==> config.mk <==
export PLATFORM = sky130hd
export DESIGN_NAME = periodic_soft_timer_scheduler
export DESIGN_NICKNAME = d
export VERILOG_FILES = /design/src/sv/pst_pkg.sv /design/src/sv/periodic_soft_timer_scheduler.sv
export SDC_FILE = /design/constraint.sdc
export NUM_CORES = 2
export LEC_CHECK = 0
export BUFFER_PORTS_ARGS = -buffer_cell sky130_fd_sc_hd__buf_4
export CAP_MARGIN = 20
export CORE_ASPECT_RATIO = 0.5
export CORE_MARGIN = 2
export CORE_UTILIZATION = 50
export DETAILED_ROUTE_END_ITERATION = 12
export PLACE_DENSITY = 0.66
export SLEW_MARGIN = 20
export SYNTH_ARGS = -nofsm -noshare
export SYNTH_HDL_FRONTEND = slang
export SYNTH_SLANG_ARGS = --single-unit
==> constraint.sdc <==
create_clock -name clk_i -period 19.65 [get_ports clk_i]
set_clock_uncertainty 0.2 [all_clocks]
set_input_delay 0.9825 -clock clk_i [delete_from_list [all_inputs] [get_ports clk_i]]
set_output_delay 0.9825 -clock clk_i [all_outputs]
set_load 0.01 [all_outputs]
==> src/sv/pst_pkg.sv <==
`timescale 1ns / 1ps
// ----------------------------------------------------------------------------
// pst_pkg: shared types and constants of the periodic soft timer scheduler
// Slot table geometry, opcodes, result kinds and status codes.
// ----------------------------------------------------------------------------
package pst_pkg;

  // Slot table geometry
  localparam int unsigned SLOTS = 16;
  localparam int unsigned IdxW  = (SLOTS > 1) ? $clog2(SLOTS) : 1;
  localparam int unsigned SlotW = 4;
  localparam int unsigned TickW = 32;

  // Opcodes
  typedef enum logic [3:0] {
    OP_PERIODIC = 4'd0,
    OP_HANDLER  = 4'd1,
    OP_CREATE   = 4'd2,
    OP_DELETE   = 4'd3,
    OP_PAUSE    = 4'd4,
    OP_RESUME   = 4'd5,
    OP_PERIOD   = 4'd6,
    OP_READY    = 4'd7,
    OP_RESTART  = 4'd8,
    OP_REPEAT   = 4'd9
  } op_e;

  // Result kinds
  typedef enum logic [1:0] {
    KIND_ACK     = 2'd0,
    KIND_EVENT   = 2'd1,
    KIND_SUMMARY = 2'd2
  } kind_e;

  // Status codes
  typedef enum logic [1:0] {
    ST_OK       = 2'd0,
    ST_NO_FREE  = 2'd1,
    ST_INACTIVE = 2'd2
  } status_e;

  // Repeat count written by create: run forever
  localparam logic [TickW-1:0] RepeatForever = '1;
  // Wait reported when no timer is pending
  localparam logic [TickW-1:0] NoTimer = '1;
  // Wait reported by a disabled handler transaction
  localparam logic [TickW-1:0] DisabledWait = TickW'(1);

  // One row of the slot memory
  typedef struct packed {
    logic [TickW-1:0] period;
    logic [TickW-1:0] run_tick;
    logic [TickW-1:0] rpt;
  } row_t;

  // One result transaction
  typedef struct packed {
    kind_e            kind;
    logic [SlotW-1:0] rslot;
    status_e          status;
    logic             fired;
    logic             freed;
    logic             ran;
    logic [TickW-1:0] wait_ms;
    logic             last;
  } res_t;

endpackage

==> src/sv/periodic_soft_timer_scheduler.sv <==
`timescale 1ns / 1ps
// ----------------------------------------------------------------------------
// periodic_soft_timer_scheduler: table of software timer slots
// Slot period, last-run tick and repeat count live in one synchronous memory;
// valid and paused bits live in flops. A handler transaction scans the table.
// ----------------------------------------------------------------------------
//
//  Channel  Handshake              Payload
//  -------  ---------------------  ----------------------------------------
//  in       in_valid_i/in_ready_o  opcode, slot, period_ms, repeat_value, now
//  out      out_valid_o/out_ready_i kind, result_slot, status, fired, freed,
//                                  ran, wait_ms, last
//  cfg      cfg_we_i               cfg_wdata_i (enable)
//
//  A table operation is accepted, then its row is read-modify-written in S_OP.
//  A handler run does one memory read per slot, pipelined one slot per cycle
//  unless a waiting event stalls the scan, then issues a summary result.
//  Reset clears valid/paused bits and control; the memory needs no clearing.
//  A full output register stalls the scan at the slot whose event waits.
//  A new transaction is taken once the previous one has issued its last result.
//
module periodic_soft_timer_scheduler (
  input  logic                        clk_i,
  input  logic                        rst_ni,
  input  logic                        cfg_we_i,
  input  logic                        cfg_wdata_i,
  input  logic                        in_valid_i,
  output logic                        in_ready_o,
  input  logic [3:0]                  opcode_i,
  input  logic [pst_pkg::SlotW-1:0]   slot_i,
  input  logic [pst_pkg::TickW-1:0]   period_ms_i,
  input  logic signed [pst_pkg::TickW-1:0] repeat_value_i,
  input  logic [pst_pkg::TickW-1:0]   now_i,
  output logic                        out_valid_o,
  input  logic                        out_ready_i,
  output logic [1:0]                  kind_o,
  output logic [pst_pkg::SlotW-1:0]   result_slot_o,
  output logic [1:0]                  status_o,
  output logic                        fired_o,
  output logic                        freed_o,
  output logic                        ran_o,
  output logic [pst_pkg::TickW-1:0]   wait_ms_o,
  output logic                        last_o
);
  import pst_pkg::*;

  typedef enum logic [3:0] {
    S_IDLE = 4'b0001,
    S_OP   = 4'b0010,
    S_SCAN = 4'b0100,
    S_SUM  = 4'b1000
  } state_e;

  localparam logic [IdxW-1:0] LastIdx = IdxW'(SLOTS - 1);

  // Control state
  state_e            state_q, state_d;
  logic [SLOTS-1:0]  valid_q, valid_d;
  logic [SLOTS-1:0]  paused_q, paused_d;
  logic              enable_q, enable_d;
  logic [TickW-1:0]  sw_q, sw_d;       // stored wait
  logic [TickW-1:0]  plast_q, plast_d; // last periodic run
  logic [IdxW-1:0]   idx_q, idx_d;
  logic [TickW-1:0]  best_q, best_d;

  // Latched transaction
  op_e               op_q, op_d;
  logic [SlotW-1:0]  slot_q, slot_d;
  logic [TickW-1:0]  per_q, per_d;
  logic [TickW-1:0]  rep_q, rep_d;
  logic [TickW-1:0]  now_q, now_d;

  // Output register
  logic              out_valid_q, out_valid_d;
  res_t              res_q;
  res_t              res;
  logic              emit;
  logic              out_free;

  // Slot memory
  row_t              mem [SLOTS];
  row_t              rdata_q;
  logic [IdxW-1:0]   rd_addr;
  logic              mem_we;
  logic [IdxW-1:0]   mem_waddr;
  row_t              mem_wrow;

  // Scan datapath
  logic              act;
  logic [TickW-1:0]  elp;
  logic              due;
  logic [TickW-1:0]  rem0;
  logic [TickW-1:0]  new_rep;
  logic              fired;
  logic              freed;
  logic [TickW-1:0]  next_wait;
  logic              need_evt;
  logic              scan_adv;

  // Misc decode
  logic [IdxW-1:0]   slot_idx;
  logic              slot_ok;
  logic              scan_op;
  logic              any_free;
  logic [IdxW-1:0]   free_idx;

  assign out_free   = !out_valid_q || out_ready_i;
  assign in_ready_o = (state_q == S_IDLE);
  assign slot_idx   = IdxW'(slot_q);
  assign slot_ok    = (32'(slot_q) < SLOTS) && valid_q[slot_idx];
  assign scan_op    = (op_q == OP_PERIODIC) || (op_q == OP_HANDLER);

  // Lowest free slot
  always_comb begin
    any_free = 1'b0;
    free_idx = '0;
    for (int i = SLOTS - 1; i >= 0; i--) begin
      if (!valid_q[i]) begin
        any_free = 1'b1;
        free_idx = IdxW'(i);
      end
    end
  end

  // Per-slot evaluation of the row under the scan pointer
  always_comb begin
    act       = valid_q[idx_q] && !paused_q[idx_q];
    elp       = now_q - rdata_q.run_tick;
    due       = (elp >= rdata_q.period);
    rem0      = rdata_q.period - elp;
    new_rep   = (due && (rdata_q.rpt != '0) && !rdata_q.rpt[TickW-1])
                ? rdata_q.rpt - TickW'(1) : rdata_q.rpt;
    fired     = due && (rdata_q.rpt != '0);
    freed     = (new_rep == '0);
    next_wait = due ? rdata_q.period : rem0;
    need_evt  = act && (due || freed);
    scan_adv  = !need_evt || out_free;
  end

  // Memory read address
  always_comb begin
    rd_addr = idx_q;
    unique case (state_q)
      S_IDLE:  rd_addr = IdxW'(slot_i);
      S_OP:    rd_addr = scan_op ? '0 : slot_idx;
      S_SCAN:  rd_addr = scan_adv ? idx_q + IdxW'(1) : idx_q;
      S_SUM:   rd_addr = idx_q;
      default: rd_addr = idx_q;
    endcase
  end

  // Sequencer
  always_comb begin
    state_d   = state_q;
    valid_d   = valid_q;
    paused_d  = paused_q;
    enable_d  = enable_q;
    sw_d      = sw_q;
    plast_d   = plast_q;
    idx_d     = idx_q;
    best_d    = best_q;
    op_d      = op_q;
    slot_d    = slot_q;
    per_d     = per_q;
    rep_d     = rep_q;
    now_d     = now_q;
    emit      = 1'b0;
    res       = '0;
    mem_we    = 1'b0;
    mem_waddr = idx_q;
    mem_wrow  = rdata_q;

    unique case (state_q)
      S_IDLE: begin
        if (in_valid_i) begin
          op_d    = op_e'(opcode_i);
          slot_d  = slot_i;
          per_d   = period_ms_i;
          rep_d   = repeat_value_i;
          now_d   = now_i;
          state_d = S_OP;
        end
      end

      S_OP: begin
        res.last = 1'b1;
        case (op_q) inside
          OP_PERIODIC, OP_HANDLER: begin
            res.kind = KIND_SUMMARY;
            if ((op_q == OP_PERIODIC) && ((now_q - plast_q) < sw_q)) begin
              // not yet due: report stored wait
              res.wait_ms = sw_q;
              if (out_free) begin
                emit    = 1'b1;
                state_d = S_IDLE;
              end
            end else if (enable_q) begin
              if (op_q == OP_PERIODIC) plast_d = now_q;
              best_d  = NoTimer;
              idx_d   = '0;
              state_d = S_SCAN;
            end else begin
              res.wait_ms = DisabledWait;
              if (out_free) begin
                if (op_q == OP_PERIODIC) plast_d = now_q;
                emit    = 1'b1;
                state_d = S_IDLE;
              end
            end
          end

          OP_CREATE: begin
            if (out_free) begin
              emit    = 1'b1;
              state_d = S_IDLE;
              if (any_free) begin
                valid_d[free_idx]  = 1'b1;
                paused_d[free_idx] = 1'b0;
                mem_we             = 1'b1;
                mem_waddr          = free_idx;
                mem_wrow.period    = per_q;
                mem_wrow.run_tick  = now_q;
                mem_wrow.rpt       = RepeatForever;
                sw_d               = '0;
                res.rslot          = SlotW'(free_idx);
              end else begin
                res.status = ST_NO_FREE;
              end
            end
          end

          OP_DELETE, OP_PAUSE, OP_RESUME, OP_PERIOD, OP_READY, OP_RESTART,
          OP_REPEAT: begin
            res.rslot = slot_q;
            if (out_free) begin
              emit      = 1'b1;
              state_d   = S_IDLE;
              mem_waddr = slot_idx;
              if (!slot_ok) begin
                res.status = ST_INACTIVE;
              end else begin
                case (op_q)
                  OP_DELETE: valid_d[slot_idx] = 1'b0;
                  OP_PAUSE:  paused_d[slot_idx] = 1'b1;
                  OP_RESUME: begin
                    paused_d[slot_idx] = 1'b0;
                    sw_d               = '0;
                  end
                  OP_PERIOD: begin
                    mem_we          = 1'b1;
                    mem_wrow.period = per_q;
                  end
                  OP_READY: begin
                    mem_we            = 1'b1;
                    mem_wrow.run_tick = now_q - rdata_q.period - TickW'(1);
                  end
                  OP_RESTART: begin
                    mem_we            = 1'b1;
                    mem_wrow.run_tick = now_q;
                    sw_d              = '0;
                  end
                  default: begin
                    mem_we       = 1'b1;
                    mem_wrow.rpt = rep_q;
                  end
                endcase
              end
            end
          end

          default: begin
            // unused opcode: plain acknowledge
            if (out_free) begin
              emit    = 1'b1;
              state_d = S_IDLE;
            end
          end
        endcase
      end

      S_SCAN: begin
        res.kind  = KIND_EVENT;
        res.rslot = SlotW'(idx_q);
        res.fired = fired;
        res.freed = freed;
        if (scan_adv) begin
          emit = need_evt;
          if (act) begin
            if (due) begin
              mem_we            = 1'b1;
              mem_wrow.run_tick = now_q;
              mem_wrow.rpt      = new_rep;
            end
            if (freed) begin
              valid_d[idx_q] = 1'b0;
            end else if (next_wait < best_q) begin
              best_d = next_wait;
            end
          end
          idx_d = idx_q + IdxW'(1);
          if (idx_q == LastIdx) state_d = S_SUM;
        end
      end

      S_SUM: begin
        res.kind    = KIND_SUMMARY;
        res.ran     = 1'b1;
        res.wait_ms = best_q;
        res.last    = 1'b1;
        if (out_free) begin
          emit    = 1'b1;
          sw_d    = best_q;
          state_d = S_IDLE;
        end
      end

      default: state_d = S_IDLE;
    endcase

    // Configuration write: the user writes only while idle; the block does not enforce it
    if (cfg_we_i) begin
      enable_d = cfg_wdata_i;
      if (cfg_wdata_i) sw_d = '0;
    end

    out_valid_d = emit || (out_valid_q && !out_ready_i);
  end

  // Control registers
  always_ff @(posedge clk_i or negedge rst_ni) begin
    if (!rst_ni) begin
      state_q     <= S_IDLE;
      valid_q     <= '0;
      paused_q    <= '0;
      enable_q    <= 1'b1;
      sw_q        <= '0;
      plast_q     <= '0;
      idx_q       <= '0;
      out_valid_q <= 1'b0;
    end else begin
      state_q     <= state_d;
      valid_q     <= valid_d;
      paused_q    <= paused_d;
      enable_q    <= enable_d;
      sw_q        <= sw_d;
      plast_q     <= plast_d;
      idx_q       <= idx_d;
      out_valid_q <= out_valid_d;
    end
  end

  // Payload registers
  always_ff @(posedge clk_i) begin
    best_q <= best_d;
    op_q   <= op_d;
    slot_q <= slot_d;
    per_q  <= per_d;
    rep_q  <= rep_d;
    now_q  <= now_d;
    if (emit) res_q <= res;
  end

  // Slot memory: one write port, one registered read port
  always_ff @(posedge clk_i) begin
    if (mem_we) mem[mem_waddr] <= mem_wrow;
    rdata_q <= mem[rd_addr];
  end

  assign out_valid_o   = out_valid_q;
  assign kind_o        = res_q.kind;
  assign result_slot_o = res_q.rslot;
  assign status_o      = res_q.status;
  assign fired_o       = res_q.fired;
  assign freed_o       = res_q.freed;
  assign ran_o         = res_q.ran;
  assign wait_ms_o     = res_q.wait_ms;
  assign last_o        = res_q.last;

  // Assertions
  a_no_overwrite: assert property (@(posedge clk_i) disable iff (!rst_ni)
    emit && out_valid_q |-> out_ready_i)
    else $error("result register overwritten while full");

  a_event_not_last: assert property (@(posedge clk_i) disable iff (!rst_ni)
    out_valid_o && (kind_o == KIND_EVENT) |-> !last_o)
    else $error("slot event flagged as last result");

  a_scan_order: assert property (@(posedge clk_i) disable iff (!rst_ni)
    (state_q == S_SCAN) && scan_adv && (idx_q != LastIdx)
      |=> (state_q == S_SCAN) && (idx_q == $past(idx_q) + IdxW'(1)))
    else $error("scan skipped or repeated a slot");

  a_freed_clears: assert property (@(posedge clk_i) disable iff (!rst_ni)
    (state_q == S_SCAN) && scan_adv && act && freed |=> !valid_q[$past(idx_q)])
    else $error("freed slot still valid");

  a_sum_done: assert property (@(posedge clk_i) disable iff (!rst_ni)
    (state_q == S_SUM) && out_free |=> (state_q == S_IDLE) && out_valid_o && last_o)
    else $error("summary not issued as final result");

endmodule

==> run metrics <==
Design Power=around 16 mW; top layer reached by signal wires=met5; cell area after synthesis=approximately 83000 um2; status=complete, no violations; Worst-Skew Late Latency=between 800 and 900 ps; Hold Crit Class=primary input to register; Post-synth EDFFs=~1700; Ports=~160; RR Startpoint=now_q[0]; CTS tree=done; worst-margin pin slew=about 1100 ps; Iteration-0 DRC Markers=~6400; met1 WL=about 100000 um; Post-Syn Nets=between 5000 and 6000; Max Cap Violations=0; crit share post-route=0.667; chip height=292 um; CP Capture Type=register; drt total wl=approximately 230000 um; Switching Power=approximately 6 mW; cts repair resizes=0; gpl congestion=slightly above 0.9; number of global-route vias before repair=a little under 50000; P per Cell Area=between 150 and 200 nW/um2; Post-Place Cells=around 7300; gr ovfl total=0; synthesis-to-finish area growth=12.1%; Crit. Startpoint=now_q[0]; HPWL after detailed placement=roughly 140000 um; worst-path fanout max=around 150; async set-or-reset flop fraction in the synthesized netlist=0.0553; critical path class=register to register; slowest CP cell=nor4_2; vias=between 40000 and 50000; Post-synth top flop=edfxtp_1; post-synthesis sequential area ratio=0.679; Initial Util=0.504; Max Clk Rate=between 70 and 80 MHz; Worst R2R Setup Slack=about 6500 ps; syn_area_per_cell=about 16 um2; area occupied by multi-input gates=about 25000 um2; crit path buf inv count=5; Netlist cell types=86; setup violators final=0; Leak Pwr=31.1 nW; Setup Fix Bufs, Post-CTS=0; Seq. cell area=approximately 56000 um2; Rel. slew slack=0.247; initial antenna violation count=6; proportion of layout cells with a drive suffix above 1=0.199; hold depth=1; DRC=0; final instance count without filler cells=7632; vias per std cell=~6.5; FILL cells=12500; post-synthesis cell count=5066; RSZ-0062 raised after global routing=false; post-synth top area share=0.623; instance count on the critical path=36; post-route ant nets=0; worst reg2reg endpoint=rdata_q[55]; Total Routing Usage GR=0.276; Slew Viols, Final=0; first-pass GRT wire length=338000 um; final hold vios=0; Core ar.=between 150000 and 200000 um2; clock buffer depth=4; top cells by area, synth=edfxtp_1 62%, mux4_2 11%, dfrtp_1 3.1%, ha_1 2.9%, dfxtp_1 2.3%; FF-to-FF path depth=36; die width=between 500 and 600 um; drt pass-1 iters=8; met3 wire len=about 24000 um; CP delay by family, top=compound AO/OA/AOI/OAI gates; clock net sink count=about 1900; H-tree levels=4; Worst setup SP type=register; Routed WL per cell=30.6 um; crit path time final=approximately 13000 ps; row cnt=105; CP arrival=about 14000 ps; internal power=about 10 mW; Port-buffer cells=about 160; Logic pwr share=0.439; CP endpoint=rdata_q[55]; CP max stage delay=1020 ps; largest net degree at the start of global routing=approximately 150; Ys Warns=0; Clk Tree Root Cell=clkbuf_16; fin nets=~5600; VDD IR max=between 0.15 and 0.2 mV; CTS clk-pin slew, worst paths=70 ps; most frequent cells after synthesis=1716 x edfxtp_1, 390 x mux4_2, 281 x o21ai_0, 215 x nand2_1, 211 x nor2_1; TritonCTS Buffers=~170; FF+latch count, synth=~1900; area leader, netlist=edfxtp_1; die area=169000 um2; routed wl met2=about 100000 um; clock share of power=0.212; Sw Ratio=0.374; most common cell in the synthesized netlist=edfxtp_1; WP data required=approximately 20000 ps; sequential power share=0.349; Post-Route Setup TNS=0 ps
==> per-layer routing <==
| layer | vias up | global-route usage |
|---|---|---|
| met5 | - | 0 |
| met4 | 6 | 0.0848 |
| met3 | 430 | 0.0576 |
| met2 | 2543 | 0.409 |
| met1 | 25900 | 0.410 |
| li1 | 20800 | - |
==> registers in the layout (all words and copies together) (netlist names), named ones only <==
signal         count
rep_q             32
per_q             32
wait_ms_o         32
last_o             1
out_valid_o        1
freed_o            1
mem             1536
rdata_q           96
idx_q              4
ran_o              1
state_q            4
slot_idx           4
fired_o            1
kind_o             2
result_slot_o      4
plast_q           32
valid_q           16
status_o           2
op_q               4
now_q             32
enable_q           1
best_q            32
sw_q              32
==> worst reg2reg max path: cells and delay by family (launching register included) <==
family,cells,cell delay (ps)
adders and majority gates,3,950
and+or+nand+nor,4,1760
DFF,1,450
buffers and inverters,5,2770
AOI/OAI and AO/OA,21,5870
muxes,2,850
xor gates and xnor gates,1,140
==> cell type report <==
type | count | share of cell area
diodes | 4 | 0.000108
clock buffers | 231 | 0.0508
clock inverters | 73 | 0.00875
inverters | 210 | 0.00853
multi-input cells | 2676 | 0.269
flip-flops and latches | 1918 | 0.605
well taps | 2193 | 0.0296
repair buffers | 327 | 0.0274
==> per-stage QoR <==
step                instance area (um2)  hold WS (ps)  worst slack [ps]  utilization
floorplan                         82700           261              8250            -
detailed placement                87000           295              6820        0.530
CTS                               92500          73.0              6740        0.564
global route                      92700          85.1              5810        0.565
global placement                  86900           290              7080        0.530
finish                            92700           116              6550        0.565
==> worst min path at each step <==
stage,start,to,slack (ps)
global route,repeat_value_i[26],rep_q[26],90
finish,repeat_value_i[5],rep_q[5],120
detailed placement,register,register,300
CTS,repeat_value_i[22],rep_q[22],70
floorplan,register,register,260
global placement,plast_q[30],plast_q[30],290
==> power groups by stage <==
stage / Combinational (mW) / Sequential (mW) / Clock, mW
global route: 7.62 / 5.58 / 3.59
CTS: 6.95 / 5.56 / 3.44
detailed placement: 6.91 / 5.65 / 0
global placement: 6.74 / 5.65 / 0
finish: 7.03 / 5.58 / 3.39
floorplan: 4.95 / 5.44 / 0
==> cell usage in the layout, fill, tap and decap left out, types with 20 or more instances in the layout <==
cell / n
nor2b_1: 35
dfrtp_1: 104
dfxtp_1: 96
clkbuf_16: 173
nand4_1: 29
nor2_4: 20
or3_1: 32
o21bai_1: 20
buf_4: 320
a221oi_1: 23
nand2b_1: 62
and3_1: 28
mux2_2: 41
ha_1: 192
xnor2_1: 73
edfxtp_1: 1716
a221o_1: 112
o211ai_1: 26
clkbuf_1: 42
mux4_2: 390
nand2_1: 215
a31oi_1: 20
o31ai_1: 28
a21oi_1: 197
nor3_1: 74
clkinv_2: 24
a22o_1: 129
nor2_1: 190
nand3_1: 46
a22oi_1: 63
a21o_1: 41
xor2_1: 37
o21ai_0: 266
inv_1: 208
==> cell families (layout without fill, tap and decap cells) <==
family          count (synthesis)  count (layout)  synth area share
compound gates               1102            1102            0.0926
xor+xnor                      110             110            0.0117
fa+ha+maj                     196             196            0.0300
buf+inv                       472             841            0.0248
flops                        1918            1918             0.679
mux                           437             437             0.113
other cells                     0               4                 0
simple gates                  831             831            0.0496
==> timing repair <==
item / CTS / global route
hold buffers: 1 / 0
endpoints found under the hold margin: 47 / 0
setup endpoints to repair: 0 / 0
No activity file was read; power rests on OpenSTA's default activity.
